===== src/hw/rtl/utf16_to_utf8_transcoder_core_defines.svh =====
// ----------------------------------------------------------------------------
// utf16 to utf8 transcoder assertion macros
// shared concurrent checks, clocked on i_clk and held off while i_rst_n is low
// ----------------------------------------------------------------------------
`ifndef UTF16_TO_UTF8_TRANSCODER_CORE_DEFINES_SVH
`define UTF16_TO_UTF8_TRANSCODER_CORE_DEFINES_SVH

// antecedent implies consequent in the same cycle
`define U16U8_ASSERT_IMPL(name, ante, cons, msg) \
    name: assert property (@(posedge i_clk) disable iff (!i_rst_n) (ante) |-> (cons)) \
        else $error(msg);

// condition holds at every clock edge out of reset
`define U16U8_ASSERT_ALWAYS(name, cond, msg) \
    name: assert property (@(posedge i_clk) disable iff (!i_rst_n) 1'b1 |-> (cond)) \
        else $error(msg);

`endif


===== src/hw/rtl/u16u8_pkg.sv =====
// ----------------------------------------------------------------------------
// u16u8_pkg
// types, constants and utf8 encode helpers for the utf16 to utf8 transcoder
// ----------------------------------------------------------------------------
package u16u8_pkg;

    localparam int UNIT_W   = 16;
    localparam int BYTE_W   = 8;
    localparam int COUNT_W  = 16;
    localparam int CP_W     = 22;
    localparam int LEN_W    = 3;
    localparam int MAX_LEN  = 4;

    localparam int Q_DEPTH  = 4;
    localparam int QPTR_W   = $clog2(Q_DEPTH);
    localparam int QCNT_W   = $clog2(Q_DEPTH + 1);

    // apb register map
    localparam int PADDR_W  = 3;
    localparam int PDATA_W  = 32;
    localparam int REGIDX_W = PADDR_W - 2;
    localparam logic [REGIDX_W-1:0] REG_OUT_CAPACITY = '0;
    localparam logic [COUNT_W-1:0]  CAP_RESET        = 16'hffff;

    localparam logic [CP_W-1:0] CP_1BYTE_MAX = 22'h00007f;
    localparam logic [CP_W-1:0] CP_2BYTE_MAX = 22'h0007ff;
    localparam logic [CP_W-1:0] CP_3BYTE_MAX = 22'h00ffff;
    localparam logic [CP_W-1:0] CP_PAIR_BASE = 22'h010000;

    // one decoded code unit, ready for serialization
    typedef struct packed {
        logic [MAX_LEN-1:0][BYTE_W-1:0] bytes;
        logic [LEN_W-1:0]               len;
        logic                           term;
        logic [COUNT_W-1:0]             base;
    } t_job;

    typedef struct packed {
        logic empty;
        logic full;
    } t_qstat;

    function automatic logic [LEN_W-1:0] utf8_len(input logic [CP_W-1:0] cp);
        logic [LEN_W-1:0] len;
        if (cp <= CP_1BYTE_MAX) begin
            len = 3'd1;
        end else if (cp <= CP_2BYTE_MAX) begin
            len = 3'd2;
        end else if (cp <= CP_3BYTE_MAX) begin
            len = 3'd3;
        end else begin
            len = 3'd4;
        end
        return len;
    endfunction

    function automatic logic [MAX_LEN-1:0][BYTE_W-1:0] utf8_encode(
        input logic [CP_W-1:0]  cp,
        input logic [LEN_W-1:0] len
    );
        logic [MAX_LEN-1:0][BYTE_W-1:0] b;
        b = '0;
        case (len)
            3'd1: begin
                b[0] = cp[7:0];
            end
            3'd2: begin
                b[0] = {3'b110, cp[10:6]};
                b[1] = {2'b10, cp[5:0]};
            end
            3'd3: begin
                b[0] = {4'b1110, cp[15:12]};
                b[1] = {2'b10, cp[11:6]};
                b[2] = {2'b10, cp[5:0]};
            end
            default: begin
                b[0] = {5'b11110, cp[20:18]};
                b[1] = {2'b10, cp[17:12]};
                b[2] = {2'b10, cp[11:6]};
                b[3] = {2'b10, cp[5:0]};
            end
        endcase
        return b;
    endfunction

endpackage


===== src/hw/rtl/u16u8_front.sv =====
// ----------------------------------------------------------------------------
// u16u8_front
// accepts code units, pairs surrogates, checks capacity and queues byte jobs
// ----------------------------------------------------------------------------
module u16u8_front import u16u8_pkg::*; (
    input  logic               i_clk,
    input  logic               i_rst_n,
    input  logic [COUNT_W-1:0] i_out_capacity,
    input  logic               i_in_valid,
    output logic               o_in_ready,
    input  logic [UNIT_W-1:0]  i_code_unit,
    input  logic               i_end_of_string,
    input  t_qstat             i_qstat,
    output logic               o_push,
    output t_job               o_job
);

    logic               r_pending;
    logic [CP_W-1:0]    r_partial;
    logic [COUNT_W-1:0] r_bw;
    logic               r_full;

    logic               n_pending;
    logic [CP_W-1:0]    n_partial;
    logic [COUNT_W-1:0] n_bw;
    logic               n_full;

    logic               accept;
    logic               unit_zero;
    logic               is_sur;
    logic               is_low;
    logic               term;
    logic               have;
    logic [CP_W-1:0]    cp;
    logic [LEN_W-1:0]   cp_len;
    logic [LEN_W-1:0]   wr_len;
    logic [COUNT_W:0]   need;

    assign o_in_ready = !i_qstat.full;
    assign accept     = i_in_valid && o_in_ready;
    assign unit_zero  = (i_code_unit == '0);
    assign is_sur     = (i_code_unit[15:11] == 5'b11011);
    assign is_low     = (i_code_unit[15:10] == 6'b110111);
    assign term       = unit_zero || i_end_of_string;

    always_comb begin
        n_pending = r_pending;
        n_partial = r_partial;
        n_bw      = r_bw;
        n_full    = r_full;
        have      = 1'b0;
        cp        = '0;
        wr_len    = '0;

        if (!unit_zero) begin
            if (!r_pending) begin
                if (!is_sur) begin
                    cp   = {6'b0, i_code_unit};
                    have = 1'b1;
                end else begin
                    // any unit of the surrogate range opens a pair
                    n_partial = {1'b0, i_code_unit[10:0], 10'b0} + CP_PAIR_BASE;
                    n_pending = 1'b1;
                end
            end else begin
                n_pending = 1'b0;
                if (is_low) begin
                    cp   = r_partial | {12'b0, i_code_unit[9:0]};
                    have = 1'b1;
                end
            end
        end

        cp_len = utf8_len(cp);
        need   = {1'b0, r_bw} + {{(COUNT_W+1-LEN_W){1'b0}}, cp_len} + 17'd1;

        if (have && !r_full) begin
            if (need > {1'b0, i_out_capacity}) begin
                n_full = 1'b1;
            end else begin
                wr_len = cp_len;
                n_bw   = r_bw + {{(COUNT_W-LEN_W){1'b0}}, cp_len};
            end
        end

        if (term) begin
            n_pending = 1'b0;
            n_partial = '0;
            n_bw      = '0;
            n_full    = 1'b0;
        end
    end

    always_ff @(posedge i_clk) begin
        if (!i_rst_n) begin
            r_pending <= 1'b0;
            r_partial <= '0;
            r_bw      <= '0;
            r_full    <= 1'b0;
        end else if (accept) begin
            r_pending <= n_pending;
            r_partial <= n_partial;
            r_bw      <= n_bw;
            r_full    <= n_full;
        end
    end

    assign o_job.bytes = utf8_encode(cp, cp_len);
    assign o_job.len   = wr_len;
    assign o_job.term  = term;
    assign o_job.base  = r_bw;
    assign o_push      = accept && ((wr_len != '0) || term);

endmodule


===== src/hw/rtl/u16u8_queue.sv =====
// ----------------------------------------------------------------------------
// u16u8_queue
// short job queue between the decode front and the byte serializer
// ----------------------------------------------------------------------------
`include "utf16_to_utf8_transcoder_core_defines.svh"

module u16u8_queue import u16u8_pkg::*; (
    input  logic   i_clk,
    input  logic   i_rst_n,
    input  logic   i_push,
    input  t_job   i_job,
    input  logic   i_pop,
    output t_job   o_head,
    output t_qstat o_qstat
);

    t_job              r_mem [Q_DEPTH];
    logic [QPTR_W-1:0] r_wr;
    logic [QPTR_W-1:0] r_rd;
    logic [QCNT_W-1:0] r_cnt;

    logic do_push;
    logic do_pop;

    assign o_qstat.empty = (r_cnt == '0);
    assign o_qstat.full  = (r_cnt == QCNT_W'(Q_DEPTH));
    assign do_push       = i_push && !o_qstat.full;
    assign do_pop        = i_pop && !o_qstat.empty;
    assign o_head        = r_mem[r_rd];

    always_ff @(posedge i_clk) begin
        if (do_push) begin
            r_mem[r_wr] <= i_job;
        end
    end

    always_ff @(posedge i_clk) begin
        if (!i_rst_n) begin
            r_wr  <= '0;
            r_rd  <= '0;
            r_cnt <= '0;
        end else begin
            if (do_push) begin
                r_wr <= r_wr + 1'b1;
            end
            if (do_pop) begin
                r_rd <= r_rd + 1'b1;
            end
            case ({do_push, do_pop})
                2'b10:   r_cnt <= r_cnt + 1'b1;
                2'b01:   r_cnt <= r_cnt - 1'b1;
                default: r_cnt <= r_cnt;
            endcase
        end
    end

    `U16U8_ASSERT_IMPL(a_no_push_full, i_push, !o_qstat.full, "job pushed into full queue")
    `U16U8_ASSERT_IMPL(a_no_pop_empty, i_pop, !o_qstat.empty, "job popped from empty queue")
    `U16U8_ASSERT_ALWAYS(a_cnt_bound, r_cnt <= QCNT_W'(Q_DEPTH), "queue count beyond depth")

endmodule


===== src/hw/rtl/u16u8_back.sv =====
// ----------------------------------------------------------------------------
// u16u8_back
// walks the head job into the output register, one result per cycle while a job waits and the out port accepts
// ----------------------------------------------------------------------------
`include "utf16_to_utf8_transcoder_core_defines.svh"

module u16u8_back import u16u8_pkg::*; (
    input  logic               i_clk,
    input  logic               i_rst_n,
    input  t_job               i_head,
    input  t_qstat             i_qstat,
    output logic               o_pop,
    output logic               o_out_valid,
    input  logic               i_out_ready,
    output logic [BYTE_W-1:0]  o_out_byte,
    output logic               o_is_terminator,
    output logic [COUNT_W-1:0] o_byte_count,
    output logic               o_last
);

    logic [LEN_W-1:0]   r_idx;
    logic               r_out_valid;
    logic [BYTE_W-1:0]  r_byte;
    logic               r_term;
    logic [COUNT_W-1:0] r_count;
    logic               r_last;

    logic               load;
    logic               in_bytes;
    logic [LEN_W-1:0]   idx_inc;
    logic [LEN_W-1:0]   cnt_ofs;
    logic [BYTE_W-1:0]  cur_byte;
    logic               cur_term;
    logic [COUNT_W-1:0] cur_count;
    logic               cur_last;

    assign load    = !i_qstat.empty && (!r_out_valid || i_out_ready);
    assign idx_inc = r_idx + 1'b1;

    always_comb begin
        in_bytes = (r_idx < i_head.len);
        if (in_bytes) begin
            cur_byte = i_head.bytes[r_idx[1:0]];
            cur_term = 1'b0;
            cnt_ofs  = idx_inc;
            cur_last = (idx_inc == i_head.len) && !i_head.term;
        end else begin
            // closing zero carries the string length
            cur_byte = '0;
            cur_term = 1'b1;
            cnt_ofs  = i_head.len;
            cur_last = 1'b1;
        end
        cur_count = i_head.base + {{(COUNT_W-LEN_W){1'b0}}, cnt_ofs};
    end

    assign o_pop = load && cur_last;

    always_ff @(posedge i_clk) begin
        if (!i_rst_n) begin
            r_idx       <= '0;
            r_out_valid <= 1'b0;
        end else begin
            if (load) begin
                r_idx       <= cur_last ? '0 : idx_inc;
                r_out_valid <= 1'b1;
            end else if (i_out_ready) begin
                r_out_valid <= 1'b0;
            end
        end
    end

    always_ff @(posedge i_clk) begin
        if (load) begin
            r_byte  <= cur_byte;
            r_term  <= cur_term;
            r_count <= cur_count;
            r_last  <= cur_last;
        end
    end

    assign o_out_valid     = r_out_valid;
    assign o_out_byte      = r_byte;
    assign o_is_terminator = r_term;
    assign o_byte_count    = r_count;
    assign o_last          = r_last;

    `U16U8_ASSERT_IMPL(a_term_shape, r_out_valid && r_term, (r_byte == '0) && r_last,
        "terminator beat not a zero closing byte")
    `U16U8_ASSERT_ALWAYS(a_idx_bound, r_idx <= LEN_W'(MAX_LEN), "byte index past job")
    `U16U8_ASSERT_IMPL(a_pop_nonempty, o_pop, !i_qstat.empty, "pop of an empty job queue")

endmodule


===== src/hw/rtl/utf16_to_utf8_transcoder_core.sv =====
// ----------------------------------------------------------------------------
// utf16_to_utf8_transcoder_core
// utf16 code units in, utf8 bytes with a closing zero out, bounded capacity
// ----------------------------------------------------------------------------
//  channel | direction | handshake             | payload
//  in      | input     | i_in_valid/o_in_ready | i_code_unit, i_end_of_string
//  out     | output    | o_out_valid/i_out_ready | o_out_byte, o_is_terminator,
//          |           |                       | o_byte_count, o_last
//  apb     | input     | psel/penable/pready   | paddr, pwdata, prdata
//
//  a code unit is taken every cycle while the 4-entry job queue has room
//  each unit gives 0 to 5 beats, one beat per cycle on the out port while it is ready;
//  the first beat passes through the job queue and then the output register
//  synchronous active-low reset clears string state and sets out_capacity to 65535
//  out stalls back up into the queue and then the in port, never drop beats
// ----------------------------------------------------------------------------
module utf16_to_utf8_transcoder_core import u16u8_pkg::*; (
    input  logic               i_clk,
    input  logic               i_rst_n,
    input  logic               psel,
    input  logic               penable,
    input  logic               pwrite,
    input  logic [PADDR_W-1:0] paddr,
    input  logic [PDATA_W-1:0] pwdata,
    output logic [PDATA_W-1:0] prdata,
    output logic               pready,
    input  logic               i_in_valid,
    output logic               o_in_ready,
    input  logic [UNIT_W-1:0]  i_code_unit,
    input  logic               i_end_of_string,
    output logic               o_out_valid,
    input  logic               i_out_ready,
    output logic [BYTE_W-1:0]  o_out_byte,
    output logic               o_is_terminator,
    output logic [COUNT_W-1:0] o_byte_count,
    output logic               o_last
);

    logic [COUNT_W-1:0]  r_cap;
    logic [REGIDX_W-1:0] reg_idx;
    logic                cfg_wr;

    logic   push;
    logic   pop;
    t_job   job;
    t_job   head;
    t_qstat qstat;

    assign pready  = 1'b1;
    assign reg_idx = paddr[PADDR_W-1:2];
    assign cfg_wr  = psel && penable && pwrite && pready;

    always_ff @(posedge i_clk) begin
        if (!i_rst_n) begin
            r_cap <= CAP_RESET;
        end else if (cfg_wr && (reg_idx == REG_OUT_CAPACITY)) begin
            r_cap <= pwdata[COUNT_W-1:0];
        end
    end

    assign prdata = (reg_idx == REG_OUT_CAPACITY) ?
                    {{(PDATA_W-COUNT_W){1'b0}}, r_cap} : '0;

    u16u8_front u_front (
        .i_clk           (i_clk),
        .i_rst_n         (i_rst_n),
        .i_out_capacity  (r_cap),
        .i_in_valid      (i_in_valid),
        .o_in_ready      (o_in_ready),
        .i_code_unit     (i_code_unit),
        .i_end_of_string (i_end_of_string),
        .i_qstat         (qstat),
        .o_push          (push),
        .o_job           (job)
    );

    u16u8_queue u_queue (
        .i_clk   (i_clk),
        .i_rst_n (i_rst_n),
        .i_push  (push),
        .i_job   (job),
        .i_pop   (pop),
        .o_head  (head),
        .o_qstat (qstat)
    );

    u16u8_back u_back (
        .i_clk           (i_clk),
        .i_rst_n         (i_rst_n),
        .i_head          (head),
        .i_qstat         (qstat),
        .o_pop           (pop),
        .o_out_valid     (o_out_valid),
        .i_out_ready     (i_out_ready),
        .o_out_byte      (o_out_byte),
        .o_is_terminator (o_is_terminator),
        .o_byte_count    (o_byte_count),
        .o_last          (o_last)
    );

endmodule


===== config.mk =====
export PLATFORM = sky130hd
export DESIGN_NAME = utf16_to_utf8_transcoder_core
export DESIGN_NICKNAME = d
export VERILOG_FILES = /design/src/hw/rtl/u16u8_pkg.sv /design/src/hw/rtl/u16u8_front.sv /design/src/hw/rtl/u16u8_queue.sv /design/src/hw/rtl/u16u8_back.sv /design/src/hw/rtl/utf16_to_utf8_transcoder_core.sv
export VERILOG_INCLUDE_DIRS = /design/src /design/src/hw/rtl
export SDC_FILE = /design/constraint.sdc
export NUM_CORES = 1
export LEC_CHECK = 0
export BUFFER_PORTS_ARGS = -buffer_cell sky130_fd_sc_hd__buf_2
export CORE_ASPECT_RATIO = 1.2
export CORE_UTILIZATION = 35
export CTS_BUF_LIST = sky130_fd_sc_hd__clkbuf_8
export DETAILED_ROUTE_END_ITERATION = 6
export HOLD_SLACK_MARGIN = 0.08
export PLACE_DENSITY_LB_ADDON = 0.15
export SLEW_MARGIN = 25
export SYNTH_ARGS = -nofsm -noshare
export SYNTH_HDL_FRONTEND = slang
export SYNTH_SLANG_ARGS = --single-unit

===== constraint.sdc =====
create_clock -name i_clk -period 8.2 [get_ports i_clk]
set_input_delay 0.82 -clock i_clk [delete_from_list [all_inputs] [get_ports i_clk]]
set_output_delay 0.82 -clock i_clk [all_outputs]
set_load 0.005 [all_outputs]

==> impl_metrics.env <==
export IMPL_status="complete, no violations"
export IMPL_avgRoutedWirePerCell_microns=18.02
export IMPL_drive_above_1_share_pct=21.95
export IMPL_start_util_pct=35.52
export IMPL_hold_viol=0
export IMPL_synth_most_common_cell="edfxtp_1"
export IMPL_io_pins=120
export IMPL_fin_ws_ns=1.189
export IMPL_syn_avg_cell_area_sq_um=13.88
export IMPL_clock_path_buffers=3
export IMPL_numCtsBuffers=44
export IMPL_hold_class="input port to flop"
export IMPL_grt_start_max_net_pins=50
export IMPL_crit_slowest_cell="a2111oi_4"
export IMPL_worst_slew_pin_transition_ns=0.9811
export IMPL_syn_to_final_growth_pct=13.62
export IMPL_critical_path_class="input port to flop"
export IMPL_crit_arrival_ns=7.48
export IMPL_drt_vias_per_instance=4.986
export IMPL_root_buffer="clkbuf_8"
export IMPL_final_antenna_net_count=0
export IMPL_fin_crit_ns=7.011
export IMPL_cts_resized=0
export IMPL_place_hpwl_microns=18300
export IMPL_peakVddDrop_v=0.0001081
export IMPL_antenna_found_initial=0
export IMPL_power_density_nw_per_um2=242.6
export IMPL_drt_iter0_drc=431
export IMPL_critPathBufInv=3
export IMPL_yosysTopAreaCellShare_pct=52.21
export IMPL_p_leak_nw=5.235
export IMPL_cp_top_family="simple AND/OR/NAND/NOR gates"
export IMPL_track_usage_pct=15.22
export IMPL_yosysSeqAreaShare_pct=61.47
export IMPL_cts_htree_levels=2
export IMPL_slowest_delay_ns=0.63
export IMPL_dr_pass1_iters=5
export IMPL_whs_ns=0.4814
export IMPL_die_area_sq_um=37250
export IMPL_cts_setup_buffers=0
export IMPL_finalSetupTns_ns=0
export IMPL_drv_cap=0
export IMPL_antennaDiodeCount=0
export IMPL_synthSimpleGateAreaFrac_pct=10.13
export IMPL_grt_pass1_wl_microns=43460
export IMPL_clk_latency_ns=0.56
export IMPL_dieHeight_microns=211.2
export IMPL_synth_top_family_by_area="multiplexers"
export IMPL_synth_area_mux_share_pct=10.21
export IMPL_path_max_fanout=24
export IMPL_synth_seq_cells=281
export IMPL_syn_area_sq_um=12770
export IMPL_clock_sinks=281
export IMPL_postCtsHoldBufs=0
export IMPL_required_ns=8.67
export IMPL_maxSlewHeadroom_pct=34.54
export IMPL_synth_top_area_cell="edfxtp_1"
export IMPL_synth_cell_types=72
export IMPL_synth_async_reset_ratio_pct=0
export IMPL_setup_viol=0
export IMPL_timing_fmax_ghz=0.1426
export IMPL_gp_congestion=0.8348
export IMPL_end_kind="flop"
export IMPL_synthTopCellsByCount="222 x edfxtp_1, 66 x nand2_1, 59 x dfxtp_1"
export IMPL_drt_wl_total_microns=27310
export IMPL_yosys_warnings=0
export IMPL_fin_crit_sh_pct=85.50
export IMPL_num_fill_cells=3416
export IMPL_nets=1114
export IMPL_pre_cts_slack_ns=0.5710
export IMPL_drc=0
export IMPL_synthAdderAreaFrac_pct=3.959
export IMPL_synth_xor_area_share_pct=2.744
export IMPL_vias=7559
export IMPL_ys_top_cells_by_area="edfxtp_1 52%, mux4_2 9.9%, dfxtp_1 9.3%"
export IMPL_port_buffer_count=84
export IMPL_rsz0062_at_grt="false"
export IMPL_synth_compound_gate_area_share_pct=7.468
export IMPL_gr_total_overflow=0
export IMPL_rows=76
export IMPL_core_sq_um=35940
export IMPL_die_w_microns=176.4
export IMPL_synth_top_flop_cell="edfxtp_1"
export IMPL_clk_pin_slew_ns=0.06
export IMPL_grt_pass1_vias=7655
export IMPL_cts_tree="yes"
export IMPL_clock_skew_final_ns=0.01716
export IMPL_synth_cells=920
export IMPL_final_max_slew_viol_count=0
export IMPL_synth_edff_count=222
export IMPL_start_kind="input port"
[worst paths after layout]
path | from | to | slack [ns] | cells past startpoint
worst min-delay path | pwdata[6] | r_cap[6] | 0.48 | 3
worst min register to register | u_front.r_partial[21] | u_front.r_partial[21] | 0.49 | 2
worst max-delay path | i_code_unit[11] | u_queue.r_cnt[2] | 1.19 | 26
worst max register to register | u_front.r_pending | u_queue.r_cnt[2] | 1.38 | 24
[registers in the layout, summed over array words and instances (netlist names), named ones only]
register / count
u_queue.r_cnt: 3
u_back.o_is_terminator: 1
u_back.o_out_valid: 1
u_back.r_idx: 3
u_queue.r_wr: 2
u_queue.r_mem: 196
u_front.r_pending: 1
u_back.o_byte_count: 16
u_queue.r_rd: 2
u_front.r_partial: 12
u_front.r_bw: 16
u_back.o_out_byte: 8
u_front.r_full: 1
r_cap: 16
u_back.o_last: 1
[per-stage QoR]
| step | util, % | instance area, sq um | power [mW] | instances |
|---|---|---|---|---|
| 2_1_floorplan | - | 12820 | 2.227 | 935 |
| 6_report | 40.36 | 14510 | 3.520 | 1516 |
| 4_1_cts | 40.36 | 14510 | 3.591 | 1516 |
| 3_5_place_dp | 38.07 | 13680 | 2.458 | 1439 |
| 5_1_grt | 40.36 | 14510 | 3.717 | 1516 |
| 3_3_place_gp | 38.07 | 13680 | 2.453 | 1439 |
[worst reg2reg max path, cell delays in order (launching register included)]
cell and delay (ns):
dfxtp_1 0.62, a21oi_2 0.15, or2_0 0.44, a2111oi_4 0.63, nand2_1 0.34, a21boi_0 0.27, ha_1 0.26, fa_1 0.40
nand2b_1 0.18, a211oi_2 0.45, nand2_1 0.12, xnor2_1 0.16, ha_1 0.32, nand4_1 0.14, nor4_1 0.47, nand2_1 0.10
o41a_1 0.39, nand2_4 0.15, inv_4 0.12, ha_1 0.23, inv_1 0.08, fa_1 0.18, xor2_1 0.07, or3_1 0.30
a21boi_0 0.19
[where the power goes]
group	total, mW	internal, mW	switching (mW)
Combinational	0.609	0.275	0.335
Sequential	1.80	1.74	0.0596
Clock	1.11	0.589	0.525
[metal layers]
metal  GRT usage [%]  vias to the layer above  share of wire (%)
met1           20.61                     3688                 47
li1                -                     3649                  -
met5               0                        -                  0
met4           5.351                        0                2.3
met2           24.48                      183                 46
met3           2.754                       39                4.2
[logic make-up after synthesis]
kind of cell    count (synthesis)
buf+inv                       112
compound gates                136
flops                         281
xor+xnor                       40
simple gates                  251
mux                            60
fa+ha+maj                      38
other cells                     2
[layout make-up]
cell class | count | area (sq um) | share of cell area, %
flip-flops and latches | 281 | 7853 | 54.13
repair buffers | 99 | 583.1 | 4.019
inverters | 49 | 186.4 | 1.285
clock inverters | 30 | 176.4 | 1.216
multi-input cells | 542 | 4476 | 30.85
clock buffers | 47 | 646.9 | 4.459
well taps | 468 | 585.6 | 4.037
[cells in the final DEF (no fill, tap or decap), types with 5 or more instances in the layout]
cell type,synthesis,layout
clkbuf_8,0,47
nand2_1,66,66
nand3_1,23,23
buf_2,6,84
or3_1,12,12
buf_4,18,11
a21o_1,6,6
nor2_1,47,47
conb_1,2,17
nor2b_1,23,23
and3_1,10,10
o211ai_1,22,22
o22ai_1,5,5
inv_1,46,63
and2_1,18,14
ha_1,34,34
nor3_1,7,7
or4_1,7,7
nand4_1,15,15
clkinv_1,1,7
a21boi_0,5,5
mux4_2,56,56
a211oi_1,5,5
xor2_1,18,18
edfxtp_1,222,222
xnor2_1,22,22
o21ai_0,24,24
dfxtp_1,59,57
a21oi_1,22,22
a22oi_1,11,11
Note: power is estimated with default switching activity, not from simulation.
